`src/rtl/core/slcd_pkg.sv`:
```
// Package for the sync/length/CRC deframer: phase type, result record,
// register codes, reset values and the bytewise CRC-16/XMODEM function.
// No dependencies.
`timescale 1ns / 1ps
`default_nettype none

package slcd_pkg;

    typedef enum logic [1:0] {
        PH_HUNT = 2'd0,
        PH_LEN  = 2'd1,
        PH_BODY = 2'd2
    } slcd_phase_t;

    typedef enum logic [1:0] {
        CFG_SYNC_WORD = 2'd0,
        CFG_MIN_LEN   = 2'd1,
        CFG_MAX_LEN   = 2'd2
    } slcd_cfg_idx_t;

    localparam int CFG_IDX_W = 2;
    localparam int LEN_REG_W = 21;

    localparam logic [31:0]          SYNC_RESET = 32'hFDB1_8540;
    localparam logic [LEN_REG_W-1:0] MIN_RESET  = 21'd85;
    localparam logic [LEN_REG_W-1:0] MAX_RESET  = 21'd1048576;

    localparam logic [15:0] CRC_POLY = 16'h1021;

    // frame layout
    localparam int HDR_LEN      = 8;
    localparam int SYNC_END     = 4;
    localparam int LEN_FLOOR    = 10;
    localparam int CRC_TAIL     = 7;
    localparam int STORED_HI    = 6;
    localparam int STORED_LO    = 5;
    localparam int OFFSET_OUT_W = 20;
    localparam int WIN_BYTES    = 4;

    localparam int QUEUE_DEPTH = 2;
    localparam int QPTR_W      = $clog2(QUEUE_DEPTH);
    localparam int QCNT_W      = $clog2(QUEUE_DEPTH + 1);

    typedef struct packed {
        logic                    kind;
        logic [7:0]              out_byte;
        logic [OFFSET_OUT_W-1:0] byte_offset;
        logic                    last_of_frame;
        logic                    crc_ok;
        logic [31:0]             frame_length;
    } slcd_result_t;

    typedef struct packed {
        logic         valid;
        slcd_result_t data;
    } slcd_push_t;

    function automatic logic [15:0] crc16_byte(input logic [15:0] crc, input logic [7:0] b);
        logic [15:0] c;
        c = crc ^ {b, 8'h00};
        for (int i = 0; i < 8; i++)
        begin
            c = c[15] ? ({c[14:0], 1'b0} ^ CRC_POLY) : {c[14:0], 1'b0};
        end
        return c;
    endfunction

endpackage

`default_nettype wire

```
`src/rtl/core/sync_length_crc_deframer.sv`:
```
// Sync-word / length / CRC-16 deframer, top level: front end, result queue
// and output packing onto the master stream. Depends on slcd_pkg,
// slcd_front and slcd_queue.
//
// Takes one byte per clock, sustained, on the slave stream while the result
// queue has space, and delivers at most one result per byte on the master
// stream through that queue. The front end does the window shift, length
// check and one bytewise CRC update in the cycle the byte is taken. A
// two-entry result queue sits between the front end and the output, so
// s_tready drops only when both entries are occupied. A rejected length
// shows m_tuser=1 with the length in m_tdata; frame body bytes show
// m_tuser=0, with m_tlast on the final byte carrying the CRC check. Config
// writes are accepted every cycle and take effect once registered.
`timescale 1ns / 1ps
`default_nettype none

module sync_length_crc_deframer #(
    parameter int OFFSET_BITS = 21
) (
    input  wire logic                            clk,
    input  wire logic                            rst_n,
    input  wire logic                            s_tvalid,
    output logic                                 s_tready,
    input  wire logic [7:0]                      s_tdata,   // [7:0] data_byte
    output logic                                 m_tvalid,
    input  wire logic                            m_tready,
    // [7:0] out_byte, [27:8] byte_offset, [28] crc_ok, [60:29] frame_length, [63:61] zero
    output logic [63:0]                          m_tdata,
    output logic                                 m_tuser,   // [0] kind
    output logic                                 m_tlast,
    input  wire logic                            cfg_valid,
    output logic                                 cfg_ready,
    input  wire logic [slcd_pkg::CFG_IDX_W-1:0]  cfg_index,
    input  wire logic [31:0]                     cfg_data
);
    import slcd_pkg::*;

    slcd_push_t   push;
    logic         space;
    slcd_result_t head;

    slcd_front #(
        .OFFSET_BITS (OFFSET_BITS)
    ) u_front (
        .clk       (clk),
        .rst_n     (rst_n),
        .in_valid  (s_tvalid),
        .in_ready  (s_tready),
        .in_byte   (s_tdata),
        .space     (space),
        .push      (push),
        .cfg_valid (cfg_valid),
        .cfg_ready (cfg_ready),
        .cfg_index (cfg_index),
        .cfg_data  (cfg_data)
    );

    slcd_queue u_queue (
        .clk       (clk),
        .rst_n     (rst_n),
        .push      (push),
        .space     (space),
        .out_valid (m_tvalid),
        .out_ready (m_tready),
        .out_data  (head)
    );

    assign m_tdata = {3'b000, head.frame_length, head.crc_ok, head.byte_offset, head.out_byte};
    assign m_tuser = head.kind;
    assign m_tlast = head.last_of_frame;

endmodule

`default_nettype wire

```
`src/rtl/core/slcd_front.sv`:
```
// Front end of the deframer: config registers, sync hunt, length check,
// offset counting and CRC. Pushes at most one result per accepted byte.
// Depends on slcd_pkg.
`timescale 1ns / 1ps
`default_nettype none

module slcd_front #(
    parameter int OFFSET_BITS = 21
) (
    input  wire logic                            clk,
    input  wire logic                            rst_n,
    input  wire logic                            in_valid,
    output logic                                 in_ready,
    input  wire logic [7:0]                      in_byte,
    input  wire logic                            space,
    output slcd_pkg::slcd_push_t                 push,
    input  wire logic                            cfg_valid,
    output logic                                 cfg_ready,
    input  wire logic [slcd_pkg::CFG_IDX_W-1:0]  cfg_index,
    input  wire logic [31:0]                     cfg_data
);
    import slcd_pkg::*;

    slcd_phase_t              phase_reg, phase_next;
    logic [31:0]              window_reg, window_next;
    logic [31:0]              length_reg, length_next;
    logic [OFFSET_BITS-1:0]   offset_reg, offset_next;
    logic [15:0]              crc_reg, crc_next;
    logic [15:0]              stored_reg, stored_next;
    logic [2:0]               biw_reg, biw_next;
    logic [15:0]              run_reg, run_next;
    logic [15:0]              snap1_reg, snap1_next;
    logic [15:0]              snap2_reg, snap2_next;
    logic [15:0]              snap3_reg, snap3_next;

    logic [31:0]              sync_reg;
    logic [LEN_REG_W-1:0]     min_reg;
    logic [LEN_REG_W-1:0]     max_reg;

    logic                     accept;
    logic [31:0]              win_shift;
    logic [OFFSET_BITS-1:0]   offset_inc;
    logic [32:0]              off_wide;
    logic [32:0]              len_wide;
    logic [32:0]              new_len_wide;
    logic [15:0]              crc_in;
    logic [15:0]              crc_step;
    logic                     len_done;
    logic                     len_ok;
    logic                     sync_hit;
    logic                     is_last;
    logic [2:0]               biw_sat;

    assign cfg_ready = 1'b1;
    assign in_ready  = space;
    assign accept    = in_valid && space;

    assign win_shift    = {window_reg[23:0], in_byte};
    assign offset_inc   = offset_reg + 1'b1;
    assign off_wide     = 33'(offset_reg);
    assign len_wide     = 33'(length_reg);
    assign new_len_wide = 33'(win_shift);
    assign crc_in       = (phase_reg == PH_BODY) ? crc_reg : run_reg;
    assign crc_step     = crc16_byte(crc_in, in_byte);
    assign len_done     = (offset_inc == OFFSET_BITS'(HDR_LEN));
    assign len_ok       = (new_len_wide > 33'(min_reg)) && (new_len_wide <= 33'(max_reg))
                          && (new_len_wide >= 33'(LEN_FLOOR))
                          && (new_len_wide <= (33'(1) << OFFSET_BITS));
    assign sync_hit     = (win_shift == sync_reg);
    assign is_last      = ((off_wide + 33'(1)) == len_wide);
    assign biw_sat      = (biw_reg < 3'(WIN_BYTES)) ? biw_reg + 3'd1 : biw_reg;

    always_ff @(posedge clk or negedge rst_n)
    begin
        if (!rst_n)
        begin
            sync_reg <= SYNC_RESET;
            min_reg  <= MIN_RESET;
            max_reg  <= MAX_RESET;
        end
        else if (cfg_valid)
        begin
            case (cfg_index)
                CFG_SYNC_WORD: sync_reg <= cfg_data;
                CFG_MIN_LEN:   min_reg  <= cfg_data[LEN_REG_W-1:0];
                CFG_MAX_LEN:   max_reg  <= cfg_data[LEN_REG_W-1:0];
                default:       ;
            endcase
        end
    end

    always_comb
    begin
        phase_next = phase_reg;
        if (accept)
        begin
            unique case (phase_reg)
                PH_LEN:
                begin
                    if (len_done)
                    begin
                        if (len_ok)
                            phase_next = PH_BODY;
                        else if (sync_hit)
                            phase_next = PH_LEN;
                        else
                            phase_next = PH_HUNT;
                    end
                end
                PH_BODY:
                begin
                    if (is_last)
                        phase_next = PH_HUNT;
                end
                default:
                begin
                    phase_next = (biw_sat >= 3'(WIN_BYTES) && sync_hit) ? PH_LEN : PH_HUNT;
                end
            endcase
        end
    end

    always_comb
    begin
        window_next = window_reg;
        length_next = length_reg;
        offset_next = offset_reg;
        crc_next    = crc_reg;
        stored_next = stored_reg;
        biw_next    = biw_reg;
        run_next    = run_reg;
        snap1_next  = snap1_reg;
        snap2_next  = snap2_reg;
        snap3_next  = snap3_reg;
        push        = '0;
        if (accept)
        begin
            unique case (phase_reg)
                PH_LEN:
                begin
                    window_next = win_shift;
                    offset_next = offset_inc;
                    run_next    = crc_step;
                    if (offset_inc == OFFSET_BITS'(SYNC_END + 1))
                        snap1_next = crc_step;
                    if (offset_inc == OFFSET_BITS'(SYNC_END + 2))
                        snap2_next = crc_step;
                    if (offset_inc == OFFSET_BITS'(SYNC_END + 3))
                        snap3_next = crc_step;
                    if (len_done)
                    begin
                        length_next = win_shift;
                        if (len_ok)
                        begin
                            // short frames: CRC span and stored CRC overlap the length bytes
                            case (win_shift)
                                32'(LEN_FLOOR):
                                begin
                                    crc_next    = 16'h0000;
                                    stored_next = win_shift[31:16];
                                end
                                32'(LEN_FLOOR + 1):
                                begin
                                    crc_next    = snap1_reg;
                                    stored_next = win_shift[23:8];
                                end
                                32'(LEN_FLOOR + 2):
                                begin
                                    crc_next    = snap2_reg;
                                    stored_next = win_shift[15:0];
                                end
                                32'(LEN_FLOOR + 3):
                                begin
                                    crc_next    = snap3_reg;
                                    stored_next = {win_shift[7:0], 8'h00};
                                end
                                default:
                                begin
                                    crc_next    = crc_step;
                                    stored_next = 16'h0000;
                                end
                            endcase
                        end
                        else
                        begin
                            push.valid             = 1'b1;
                            push.data.kind         = 1'b1;
                            push.data.frame_length = win_shift;
                            biw_next               = 3'(WIN_BYTES);
                            run_next               = 16'h0000;
                            offset_next = sync_hit ? OFFSET_BITS'(SYNC_END) : '0;
                        end
                    end
                end
                PH_BODY:
                begin
                    if ((off_wide + 33'(CRC_TAIL)) <= len_wide)
                        crc_next = crc_step;
                    if ((off_wide + 33'(STORED_HI)) == len_wide)
                        stored_next[15:8] = in_byte;
                    if ((off_wide + 33'(STORED_LO)) == len_wide)
                        stored_next[7:0] = in_byte;
                    push.valid              = 1'b1;
                    push.data.kind          = 1'b0;
                    push.data.out_byte      = in_byte;
                    push.data.byte_offset   = off_wide[OFFSET_OUT_W-1:0];
                    push.data.last_of_frame = is_last;
                    push.data.crc_ok        = is_last && (crc_next == stored_next);
                    push.data.frame_length  = length_reg;
                    if (is_last)
                    begin
                        window_next = '0;
                        biw_next    = '0;
                        offset_next = '0;
                    end
                    else
                    begin
                        offset_next = offset_inc;
                    end
                end
                default:
                begin
                    window_next = win_shift;
                    biw_next    = biw_sat;
                    if (biw_sat >= 3'(WIN_BYTES) && sync_hit)
                    begin
                        offset_next = OFFSET_BITS'(SYNC_END);
                        run_next    = 16'h0000;
                    end
                end
            endcase
        end
    end

    always_ff @(posedge clk or negedge rst_n)
    begin
        if (!rst_n)
        begin
            phase_reg  <= PH_HUNT;
            window_reg <= '0;
            length_reg <= '0;
            offset_reg <= '0;
            crc_reg    <= '0;
            stored_reg <= '0;
            biw_reg    <= '0;
            run_reg    <= '0;
            snap1_reg  <= '0;
            snap2_reg  <= '0;
            snap3_reg  <= '0;
        end
        else
        begin
            phase_reg  <= phase_next;
            window_reg <= window_next;
            length_reg <= length_next;
            offset_reg <= offset_next;
            crc_reg    <= crc_next;
            stored_reg <= stored_next;
            biw_reg    <= biw_next;
            run_reg    <= run_next;
            snap1_reg  <= snap1_next;
            snap2_reg  <= snap2_next;
            snap3_reg  <= snap3_next;
        end
    end

endmodule

`default_nettype wire

```
`src/rtl/core/slcd_queue.sv`:
```
// Result queue between the deframer front end and the output stream.
// Short FIFO of result records; head is presented to the output side.
// Depends on slcd_pkg.
`timescale 1ns / 1ps
`default_nettype none

module slcd_queue (
    input  wire logic                   clk,
    input  wire logic                   rst_n,
    input  wire slcd_pkg::slcd_push_t   push,
    output logic                        space,
    output logic                        out_valid,
    input  wire logic                   out_ready,
    output slcd_pkg::slcd_result_t      out_data
);
    import slcd_pkg::*;

    slcd_result_t        q_mem [QUEUE_DEPTH];
    logic [QPTR_W-1:0]   wr_ptr_reg, wr_ptr_next;
    logic [QPTR_W-1:0]   rd_ptr_reg, rd_ptr_next;
    logic [QCNT_W-1:0]   count_reg, count_next;
    logic                pop;

    assign space     = (count_reg < QCNT_W'(QUEUE_DEPTH));
    assign out_valid = (count_reg != '0);
    assign out_data  = q_mem[rd_ptr_reg];
    assign pop       = out_valid && out_ready;

    always_comb
    begin
        wr_ptr_next = wr_ptr_reg;
        rd_ptr_next = rd_ptr_reg;
        count_next  = count_reg;
        if (push.valid)
            wr_ptr_next = (wr_ptr_reg == QPTR_W'(QUEUE_DEPTH - 1)) ? '0 : wr_ptr_reg + 1'b1;
        if (pop)
            rd_ptr_next = (rd_ptr_reg == QPTR_W'(QUEUE_DEPTH - 1)) ? '0 : rd_ptr_reg + 1'b1;
        if (push.valid && !pop)
            count_next = count_reg + 1'b1;
        else if (pop && !push.valid)
            count_next = count_reg - 1'b1;
    end

    always_ff @(posedge clk)
    begin
        if (push.valid)
            q_mem[wr_ptr_reg] <= push.data;
    end

    always_ff @(posedge clk or negedge rst_n)
    begin
        if (!rst_n)
        begin
            wr_ptr_reg <= '0;
            rd_ptr_reg <= '0;
            count_reg  <= '0;
        end
        else
        begin
            wr_ptr_reg <= wr_ptr_next;
            rd_ptr_reg <= rd_ptr_next;
            count_reg  <= count_next;
        end
    end

endmodule

`default_nettype wire

```
`config.mk`:
```
export PLATFORM = sky130hd
export DESIGN_NAME = sync_length_crc_deframer
export DESIGN_NICKNAME = d
export VERILOG_FILES = /design/src/rtl/core/slcd_pkg.sv /design/src/rtl/core/sync_length_crc_deframer.sv /design/src/rtl/core/slcd_front.sv /design/src/rtl/core/slcd_queue.sv
export SDC_FILE = /design/constraint.sdc
export NUM_CORES = 1
export LEC_CHECK = 0
export BUFFER_PORTS_ARGS = -buffer_cell sky130_fd_sc_hd__clkbuf_2
export CAP_MARGIN = 25
export CORE_MARGIN = 5
export CORE_UTILIZATION = 30
export DETAILED_ROUTE_END_ITERATION = 16
export GPL_ROUTABILITY_DRIVEN = 0
export PLACE_DENSITY_LB_ADDON = 0.3
export SYNTH_ARGS = -nofsm -noshare
export SYNTH_HDL_FRONTEND = slang
export SYNTH_SLANG_ARGS = --single-unit
```
`constraint.sdc`:
```
create_clock -name clk -period 9.8 [get_ports clk]
set_input_delay 0 -clock clk [delete_from_list [all_inputs] [get_ports clk]]
set_output_delay 0 -clock clk [all_outputs]
set_load 0.01 [all_outputs]
```
==> impl_metrics.toml, run 1 <==
[floorplan]
fp-row-count = 98
pin_count = 116
dieArea_sq_um = 77500
coreArea_sq_um = 71500
initial_core_util = 0.302
die_x_microns = 278
die-height_microns = 278

[power_and_ir_drop]
swShare = 0.344
p_per_area_nw_per_um2 = 223
clock_power_share = 0.294
leakage_nw = 10.4
comb_power_share = 0.307
p_seq_frac = 0.399
intPower_w = 0.00364
switchingPower_w = 0.00191
vdd_drop_max_mv = 0.120

[worst_setup_path]
critical_path_class = "flip-flop to flip-flop"
slowest_delay_ns = 0.78
crit_fanout = 56
required_ns = 10.01
cp_common_cell = "buf_4"
path_cells = "ha_1, nand3_1, nor2_1, a21boi_0, a2111oi_0, nand4b_1, nor4_4, buf_4, and3b_1, buf_4, nor2_1, nor2b_4, buf_4"
arrival_ns = 6.52
timing.critical_path.to_type = "flip-flop"
startpoint_type = "flip-flop"
critPathSlowestCell = "nor2b_4"
reg2reg_depth = 13

[timing]
fin_tns_setup_ns = 0
finalSetupViolCount = 0
relSlewSlack = 0.344
drv_slew = 0
clock.fmax_ghz = 0.159
fin_worst_skew_ns = 0.0261
fin_crit_sh = 0.643
rsz0062_at_grt = "false"
tightest_slew_ns = 0.984
fin_crit_ns = 6.30
hold_viol = 0

[global_route]
grt_pass1_vias = 16461
antenna_found_initial = 1
track_usage = 0.164
grt_max_degree = 150
grt_overflow = 0
grt_first_pass_wirelength_microns = 101000

[yosys]
synth_fa_ha_area_frac = 0.0446
ys_seq_area_frac = 0.473
syn-mean-instance-area_sq_um = 10.8
synthFlopType = "dfrtp_1"
netlist_area_sq_um = 21600
synth_top_family_by_area = "compound AO/OA/AOI/OAI gates"
ys_ff_latch = 382
synth_edf_count = 126
yosysWarnings = 0
synth_cell_type_count = 93
synth_compound_area_frac = 0.135
synth.area.mux_share = 0.112
synthCells = 1993
yosys.area_share.xor_xnor = 0.0640
yosys.area_share.simple = 0.125
synthArstFlopShare = 0.670

[clock_tree]
htree_levels = 2
cts_buffers = 44
cts_tree = "yes"
cts_sinks = 382
clk_latency_ns = 0.58
clockBufferDepth = 3
cts-root-buf = "clkbuf_16"
clk_pin_slew_ns = 0.06

[drt]
dr.pass1.iters = 7
viasPerCell = 5.33
antenna_left = 0
drtIter0Drc = 1451
vias = 16412
routedWlPerCell_microns = 21.4
drc = 0
drt_wl_total_microns = 65700

[status]
status = "complete, no violations"

[cells_and_area]
final_net_count = 2216
final_area_sq_um = 24900
final_cells = 3077
num_antenna_cells = 0
syn_to_final_growth_pct = 15.4
final_layout_size_suffix_gt1_frac = 0.221
largest_register_ffs = 126

[place]
dpl_cell_area_sq_um = 23000
dp.cells = 2950
io_buffers = 111
dp_hpwl_microns = 46700

[worst_hold_path]
hp-class = "input port to flip-flop"
worstHoldPathCells = 4

[job]
cap_violations = 0
cell usage after synthesis, types with 41 or more instances:
cell type | count | area share
dfrtp_1 | 236 | 0.27
mux2_2 | 184 | 0.096
edfxtp_1 | 126 | 0.18
nor2_1 | 124 | 0.022
xnor2_1 | 112 | 0.045
nand2_1 | 107 | 0.019
inv_1 | 99 | 0.017
a21oi_1 | 81 | 0.019
o21ai_0 | 79 | 0.018
a22o_1 | 77 | 0.031
ha_1 | 77 | 0.045
clkbuf_1 | 66 | 0.011
xor2_1 | 46 | 0.019
nand3_1 | 41 | 0.0095
final cells by class:
| cell class | count | area (sq um) |
|---|---|---|
| Inverter | 101 | 379 |
| Sequential cell | 382 | 10200 |
| Tap cell | 950 | 1190 |
| Clock inverter | 10 | 70.1 |
| Fill cell | 7065 | 46500 |
| Timing Repair Buffer | 180 | 1280 |
| Multi-Input combinational cell | 1383 | 10400 |
| Clock buffer | 71 | 1370 |
power groups by stage:
stage | Combinational, W | Clock [W] | Sequential (W)
after floorplan | 0.00123 | 0 | 0.00210
after global placement | 0.00167 | 0 | 0.00223
after CTS | 0.00172 | 0.00168 | 0.00221
after global routing | 0.00190 | 0.00175 | 0.00225
after detailed placement | 0.00169 | 0 | 0.00224
final | 0.00171 | 0.00163 | 0.00222
logic make-up (layout without fill, tap and decap cells):
group | Yosys count | count (layout)
AOI/OAI and AO/OA | 420 | 420
adders and majority gates | 77 | 77
other | 2 | 4
xor gates and xnor gates | 158 | 158
buffers and inverters | 230 | 362
muxes | 219 | 219
DFF | 382 | 382
and+or+nand+nor | 505 | 505
per-stage QoR:
stage,hold slack (ns),total power (W),setup WS [ns],utilization
after global placement,0.139,0.00389,3.82,0.321
after detailed placement,0.148,0.00394,3.55,0.322
after CTS,0.0830,0.00561,3.53,0.348
after floorplan,-0.296,0.00333,3.64,-
final,0.114,0.00556,3.50,0.349
after global routing,0.112,0.00590,3.18,0.349
repair_timing:
action                    CTS  global route
setup buffers               0             0
gates resized for setup     0             0
hold endpoints to repair  193             0
hold buffers               41             0
placed cells by master (no fill, tap or decap), types with 12 or more instances in the layout:
cell type,Yosys,routed
dfrtp_1,236,235
mux2_2,184,184
edfxtp_1,126,126
nor2_1,124,121
xnor2_1,112,112
clkbuf_2,0,110
nand2_1,107,107
inv_1,99,99
a21oi_1,81,80
o21ai_0,79,79
a22o_1,77,77
ha_1,77,76
xor2_1,46,46
clkbuf_16,0,46
nand3_1,41,41
dlygate4sd3_1,0,41
nor3_1,38,38
nand4_1,37,37
mux2i_1,35,35
and3_1,29,29
nor4_1,25,25
buf_4,21,22
a21o_1,20,20
o22ai_1,20,20
dfstp_2,20,20
o31ai_1,17,17
clkbuf_8,0,15
a31oi_1,13,13
and4_1,12,12
or3_1,12,12
critical path, delay by kind of cell (launching register included):
kind	cells	cell delay, ns
AOI/OAI and AO/OA	2	0.66
adders and majority gates	1	0.53
buffers and inverters	3	1.44
DFF	1	0.55
and+or+nand+nor	7	2.72
metal layers:
| layer | part of all wire | global-route usage |
|---|---|---|
| met2 | 0.49 | 0.284 |
| met5 | 0.00020 | 0 |
| met4 | 0.032 | 0.0479 |
| met3 | 0.055 | 0.0248 |
| met1 | 0.42 | 0.213 |
worst paths after layout:
kind | slack (ns) | end | start
hold reg to reg | 0.48 | u_front.run_reg[15] | u_front.run_reg[15]
hold / removal | 0.11 | u_front.min_reg[16] | cfg_valid
setup / recovery | 3.50 | u_queue.q_mem[1][25] | u_front.offset_reg[1]
max in group asynchronous | 8.23 | u_front.snap1_reg[11] | rst_n
min in group asynchronous | 0.12 | u_front.offset_reg[17] | rst_n
setup reg to reg | 3.50 | u_queue.q_mem[1][25] | u_front.offset_reg[1]
No activity file was read; power rests on OpenSTA's default activity.
==> inputs of run 2 (changes only) <==
==> constraint.sdc (replaced) <==
create_clock -name clk -period 5.3 [get_ports clk]
set_input_delay 0 -clock clk [delete_from_list [all_inputs] [get_ports clk]]
set_output_delay 0 -clock clk [all_outputs]
set_load 0.01 [all_outputs]
==> run 2 against run 1 <==
Against the previous run: die area did not move; sequential power rose by 82%; clock-buffer cell count fell by 3; largest power group unchanged; wire length rose by 1.4%; sequential share of layout area fell by 0.47 points; worst setup slack got worse by 3.1 ns; global-route usage rose by 0.40 points.
==> impl_metrics.toml, run 2 (synthesized netlist as in run 1, its figures left out) <==
[cells_and_area]
fin_util = 0.353
final_area_sq_um = 25200
mostFrequentLayoutCells = "235 x dfrtp_1, 184 x mux2_2, 126 x edfxtp_1"
mostFrequentLayoutCell = "dfrtp_1"
final_net_count = 2254
final_layout_size_suffix_gt1_frac = 0.234
largest_register_ffs = 126
syn_to_final_growth_pct = 16.8
num_antenna_cells = 0

[global_route]
antenna_found_initial = 1
grt_overflow = 0
track_usage = 0.168
grt_max_degree = 163
grt_first_pass_wirelength_microns = 103000
grt_pass1_vias = 16853

[timing]
fin_crit_ns = 4.92
relSlewSlack = 0.383
clock.fmax_ghz = 0.203
finalSetupViolCount = 0
rsz0062_at_grt = "false"
tightest_slew_ns = 0.925
hold_viol = 0
drv_slew = 0
fin_worst_skew_ns = 0.0185
holdWs_ns = 0.0561
fin_crit_sh = 0.929
fin_tns_setup_ns = 0

[clock_tree]
cts_tree = "yes"
cts_setup_buffers = 0
cts_buffers = 44
clk_latency_ns = 0.58
cts_sinks = 382
clockBufferDepth = 3
cts-root-buf = "clkbuf_16"
clk_pin_slew_ns = 0.06
htree_levels = 2

[floorplan]
die_x_microns = 278
die-height_microns = 278
dieArea_sq_um = 77500
pin_count = 116
coreArea_sq_um = 71500
initial_core_util = 0.302
fp-row-count = 98

[worst_hold_path]
hp-class = "input port to flip-flop"
hp-start = "s_tdata[4]"

[worst_setup_path]
path_cells = "inv_1, ha_1, a21boi_1, nor4_1, buf_4, xor2_1, ha_1, nand4_1, nor4_1, a211oi_1, o21ai_0, nand2_1, a21o_1, mux2i_1, xnor2_1, or4_1, nor4_2"
critPathSlowestCell = "or4_1"
slowest_delay_ns = 0.55
critPathTopFamily = "simple AND/OR/NAND/NOR gates"
arrival_ns = 5.29
required_ns = 5.66
critical_path_class = "flip-flop to flip-flop"
startpoint = "u_front.offset_reg[2]"
critical_path_buf_inv_count = 2
reg2reg_from = "u_front.offset_reg[2]"
startpoint_type = "flip-flop"
crit_fanout = 8
timing.critical_path.to_type = "flip-flop"

[power_and_ir_drop]
p_per_area_nw_per_um2 = 414
power_w = 0.0104
vdd_drop_max_mv = 0.197
leakage_nw = 10.6

[place]
io_buffers = 111
dpl_cell_area_sq_um = 23300
dp_hpwl_microns = 47700

[drt]
highest_layer = "met5"
drt_wl_total_microns = 66700
drtIter0Drc = 1301
wl_met2_microns = 32400
wl_met1_microns = 28200
antenna_left = 0
wl_met3_microns = 3860
vias = 16525
routedWlPerCell_microns = 21.4
drc = 0
dr.pass1.iters = 7
viasPerCell = 5.31

[job]
cap_violations = 0

[status]
status = "complete, no violations"
[run 2: cell count changes in the layout (fill, tap and decap cells not counted), sizes merged]
cell,previous run,this run
clkinv,6,8
clkbuf,182,178
clkinvlp,2,0
bufinv,0,2
buf,28,68
dlygate4sd3,41,40
[run 2: worst paths after layout]
path                                          endpoint  slack (ns)  depth (start not counted)
worst max register to register    u_queue.q_mem[1][32]        0.38                         17
worst max-delay path              u_queue.q_mem[1][32]        0.38                         17
max in group asynchronous         u_front.snap1_reg[3]        3.87                          3
min in group asynchronous       u_front.length_reg[14]        0.08                          2
worst min-delay path             u_front.length_reg[4]        0.06                          3
worst min register to register      u_front.run_reg[7]        0.48                          2
[run 2: worst register-to-register path: stages, from the launching register on]
cell	delay [ns]
dfrtp_1	0.37
inv_1	0.19
ha_1	0.21
a21boi_1	0.50
nor4_1	0.14
buf_4	0.18
xor2_1	0.14
ha_1	0.31
nand4_1	0.10
nor4_1	0.46
a211oi_1	0.13
o21ai_0	0.26
nand2_1	0.11
a21o_1	0.32
mux2i_1	0.30
xnor2_1	0.10
or4_1	0.55
nor4_2	0.33
[run 2: layer usage]
metal	vias to the layer above	track usage
met5	-	0
met4	2	0.0550
met3	134	0.0284
met2	537	0.283
met1	8280	0.220
li1	7572	-
[run 2: power by group]
part           switching [W]  total (W)  leakage (nW)  internal [W]
logic                0.00179    0.00329          5.52       0.00150
registers           0.000534    0.00405          4.33       0.00351
clock network        0.00124    0.00310         0.733       0.00186
total                0.00357     0.0104          10.6       0.00687
[run 2: cell type report]
| class | count | area [sq um] |
|---|---|---|
| clock inverters | 12 | 118 |
| clock buffers | 68 | 1360 |
| fillers | 7127 | 46300 |
| multi-input cells | 1383 | 10400 |
| well taps | 950 | 1190 |
| flip-flops and latches | 382 | 10200 |
| inverters | 101 | 379 |
| repair buffers | 218 | 1520 |
[run 2: what timing repair did]
| item | in CTS | in global routing |
|---|---|---|
| gates resized for setup | 0 | 1 |
| hold endpoints to repair | 179 | 0 |
| endpoints found under the setup margin | 0 | 2 |
| hold buffers | 40 | 0 |
[run 2: per-stage QoR]
step	instances	setup WS, ns
after CTS	3114	0.312
final	3114	0.376
after global placement	2994	0.563
after floorplan	1995	0.342
after global routing	3114	0.0139
after detailed placement	2994	0.363
